**config.mk**
```make
export PLATFORM = sky130hd
export DESIGN_NAME = c3ms_merge
export DESIGN_NICKNAME = d
export VERILOG_FILES = /design/src/design/c3ms_pkg.sv /design/src/design/c3ms_merge.sv
export SDC_FILE = /design/constraint.sdc
export NUM_CORES = 1
export LEC_CHECK = 0
export ABC_CLOCK_PERIOD_IN_PS = 23100
export BUFFER_PORTS_ARGS = -buffer_cell sky130_fd_sc_hd__buf_4
export CORE_MARGIN = 2
export CORE_UTILIZATION = 50
export DETAILED_ROUTE_END_ITERATION = 8
export GPL_TIMING_DRIVEN = 0
export MAX_ROUTING_LAYER = met4
export PLACE_DENSITY = 0.78
export SLEW_MARGIN = 20
export SYNTH_ARGS = -nofsm -noshare
export SYNTH_HDL_FRONTEND = slang
export SYNTH_SLANG_ARGS = --single-unit
```
**constraint.sdc**
```tcl
create_clock -name clk -period 23.1 [get_ports clk]
set_clock_uncertainty 0.1 [all_clocks]
set_input_delay 5.775 -clock clk [delete_from_list [all_inputs] [get_ports clk]]
set_output_delay 5.775 -clock clk [all_outputs]
set_load 0.02 [all_outputs]
```
**src/design/c3ms_pkg.sv**
```systemverilog
// Shared types and constants for the 3x3 multichannel convolution stream unit.
package c3ms_pkg;

  localparam int DATA_W   = 64;
  localparam int HALF_W   = 32;
  localparam int TAPS     = 9;
  localparam int ALL_TAPS = 27;
  localparam int POS_W    = 9;

  localparam logic OP_WEIGHT = 1'b0;
  localparam logic OP_PIXEL  = 1'b1;

  localparam logic [1:0] CFG_OUT_COLS      = 2'd0;
  localparam logic [1:0] CFG_OUT_ROWS      = 2'd1;
  localparam logic [1:0] CFG_CHANNEL_COUNT = 2'd2;

  typedef struct packed {
    logic               opcode;
    logic [4:0]         weight_index;
    logic signed [63:0] weight_value;
    logic signed [63:0] pixel_ch0;
    logic signed [63:0] pixel_ch1;
    logic signed [63:0] pixel_ch2;
  } in_item_t;

  typedef struct packed {
    logic signed [63:0] result_value;
    logic               frame_last;
  } out_item_t;

  // Per-cycle control that the top level hands to every lane.
  typedef struct packed {
    logic       adv;
    logic       rd_en;
    logic       wr_en;
    logic       shift_en;
    logic       wt_en;
    logic [1:0] wt_lane;
    logic [3:0] wt_tap;
  } lane_ctrl_t;

endpackage

```
**src/design/c3ms_merge.sv**
```systemverilog
// Merge stage: adds the active lanes and holds the output item register.
module c3ms_merge #(
  parameter int NL = 3
) (
  input  logic                  clk,
  input  logic                  rst_n,
  input  logic                  adv,
  input  logic [1:0]            chans,
  input  logic                  res_in,
  input  logic                  last_in,
  input  logic [63:0]           lane_sum [0:NL-1],
  output logic                  out_valid,
  output c3ms_pkg::out_item_t   out_item
);
  import c3ms_pkg::*;

  logic        valid_r;
  out_item_t   item_r;
  logic [63:0] acc_c;

  always_comb begin
    acc_c = '0;
    for (int l = 0; l < NL; l++) begin
      if (2'(l) < chans) begin
        acc_c = acc_c + lane_sum[l];
      end
    end
  end

  always_ff @(posedge clk) begin
    if (!rst_n) begin
      valid_r <= 1'b0;
    end else if (adv) begin
      valid_r <= res_in;
    end
  end

  always_ff @(posedge clk) begin
    if (adv) begin
      item_r.result_value <= acc_c;
      item_r.frame_last   <= last_in;
    end
  end

  assign out_valid = valid_r;
  assign out_item  = item_r;

endmodule

```
==> metrics <==
clk sinks=66; cell count of the worst reg-to-reg path=2; commonest non-fill, non-tap cell in the layout=buf_4; vias=about 14,000; worst flop-to-flop path startpoint=out_valid$_SDFFE_PN0P_; Top FF cell, synth=edfxtp_1; clock root buffer=clkbuf_16; period utilisation layout=0.652; Tot GR Track Use=0.359; Starting DRT DRC Count=approximately 1,300; post-route design area=~0.015 mm²; drt pass-1 iters=5; syn nets=between 1,500 and 2,000; Post-CTS Hold Buffers=0; vias per cell=about 6.3; WL/cell=21.1 µm; post-synthesis register bit count=66; Post-CTS Resized=0; CTS tree=built; syn avg cell area=approximately 7.4 µm²; CTS Buf Count=9; Data required, critical path=23.06 ns; cell count after synthesis=about 1,700; WHS Endpoint=out_valid$_SDFFE_PN0P_; num rows=57; ratio of cells with drive above 1 in the final layout=0.168; dpl hpwl=around 38,000 µm; worst setup path class=in -> reg; initial antenna violation count=0; Layout Nets=between 2,000 and 2,500; total grt overflow=0; WP data arrival=~15 ns; Filler cells=between 2,000 and 2,500; Hold Vio Cnt, Final=0; setup_tns=0 ns; Setup crit start kind=input pin; P per Cell Area=roughly 56 mW/mm²; Hold Crit Depth=2; H-tree levels=3; Worst Max-Slew Pin Slew=around 1.1 ns; Final min period=approximately 15 ns; most frequent cells in the layout=241 x buf_4, 190 x nand2_1, 179 x a21oi_1; Core Region=0.0242 mm²; RSZ-0062 raised after global routing=no; clock latency on the worst-skew pair=~0.34 ns; vias in the first global route=between 10,000 and 15,000; number of synthesized flops with an enable pin=65; normalized max-slew margin=0.255; Setup Buffers After CTS=0; worst hold path class=reg -> reg; Post-Route WL=47,200 µm; Max Cap Viol=0; status=complete, no violations; area grow syn2layout=20.4%; Final Util=0.610; CP max FO=10; Worst IR Drop VDD=0.0380 mV; Critical Path Max Stage Delay=around 0.59 ns; sequential area share after synthesis=0.160; antenna viol nets, final=0; largest net degree at the start of global routing=67; R2R setup slack=between 20 and 25 ns; R2R Path End=out_valid$_SDFFE_PN0P_; post-synth cell types=between 90 and 100; clock-pin slew on the worst setup and hold paths=~0.06 ns; PortBufs=240; Slowest-stage cell, CP=a311oi_1; LEAKAGE=around 6.5 nW; die area=0.0258 mm²; io pins=roughly 270; # setup viols final=0; Hold Crit Start=out_valid$_SDFFE_PN0P_; first-pass GRT wire length=71,100 µm; Setup crit end kind=flip-flop; post-synthesis async set-or-reset flop share=0; dpl cell area=around 0.014 mm²; crit-path most repeated cell=clkbuf_1; Ys Warns=0; Remaining DRCs=0; GP Congestion=~1; Peak Freq=around 0.066 GHz; Die X=161 µm; clock buffer depth=2; Critical Path Source=chans[1]; Max Slew Vio Count=0; die height=~160 µm; ANT cells=0; Cell Area, Synth=approximately 0.012 mm²; Initial Util=0.507
## area by class of cell
cell class / instances / area, µm² / share of cell area
multi-input combinational: 1433 / 9690 / 0.655
sequential: 66 / 1970 / 0.133
tap: 324 / 405 / 0.0274
buffer: 108 / 438 / 0.0296
clock inverter: 7 / 68.8 / 0.00465
timing repair buffer: 240 / 1800 / 0.122
inverter: 49 / 184 / 0.0124
clock buffer: 9 / 225 / 0.0152
## metrics by stage
step | hold slack, ns | instances | power [mW] | worst slack [ns]
6_report | 0.453 | 2236 | 0.830 | 8.05
4_1_cts | 0.457 | 2236 | 0.818 | 8.33
5_1_grt | 0.486 | 2236 | 0.877 | 7.53
3_3_place_gp | 0.406 | 2220 | 0.669 | 8.07
3_5_place_dp | 0.438 | 2220 | 0.674 | 8.00
2_1_floorplan | 0.489 | 1656 | 0.518 | 10.31
## cell usage after synthesis (all sizes together) (14+ instances only)
master    n  area share
buf      17      0.0078
xor2     59       0.042
nor2    107       0.033
edfxtp   65        0.16
clkbuf   91       0.028
nand2b   31       0.016
xnor2    90       0.064
nand2   191       0.059
a22oi    14      0.0097
o21ai   151       0.063
inv      49       0.015
ha      111        0.11
and2     36       0.018
nor3     21      0.0090
nor2b    27       0.014
a21oi   181       0.074
maj3     18       0.015
a31oi    31       0.018
nand4    27       0.014
nand3    25       0.011
mux2     17       0.016
a21o     75       0.046
o21a     15      0.0092
o22ai    14      0.0071
## sequential cells by signal, indices dropped and copies added, names as in the netlist
register,count
out_item,65
out_valid,1
## routing by layer
metal,vias to the layer above,wire length [µm],part of all wire,track usage
met5,-,0,0,-
met4,0,1310,0.028,0.103
met3,83,4390,0.093,0.0343
met2,786,20700,0.44,0.553
met1,6605,20800,0.44,0.502
li1,6619,-,-,-
## worst max path at each step
stage / end / slack [ns] / cells past startpoint
after floorplan: out_item[64]$_DFFE_PP_ / 10.31 / 39
after CTS: out_item[64]$_DFFE_PP_ / 8.33 / 39
after detailed placement: out_item[64]$_DFFE_PP_ / 8.00 / 39
final: out_item[64]$_DFFE_PP_ / 8.05 / 42
after global placement: out_item[64]$_DFFE_PP_ / 8.07 / 42
after global routing: out_item[64]$_DFFE_PP_ / 7.53 / 42
## where the power goes
part | internal (mW) | switching [mW] | total (mW)
clock | 0.0835 | 0.0593 | 0.143
combinational | 0.211 | 0.312 | 0.523
sequential | 0.156 | 0.00742 | 0.164
total | 0.451 | 0.379 | 0.830
## kinds of logic after synthesis
logic type / Yosys count / synth area share
AOI/OAI and AO/OA: 611 / 0.325
and+or+nand+nor: 512 / 0.201
buffers and inverters: 157 / 0.0506
xor gates and xnor gates: 149 / 0.106
adders and majority gates: 131 / 0.131
DFF: 66 / 0.160
muxes: 30 / 0.0265
## worst max-delay path, delay by kind of cell
family	cells	cell delay (ns)
AOI/OAI and AO/OA	21	4.03
buffers and inverters	10	3.47
and+or+nand+nor	7	0.87
adders and majority gates	2	0.52
xor gates and xnor gates	2	0.34
Note: power is estimated with default switching activity, not from simulation.
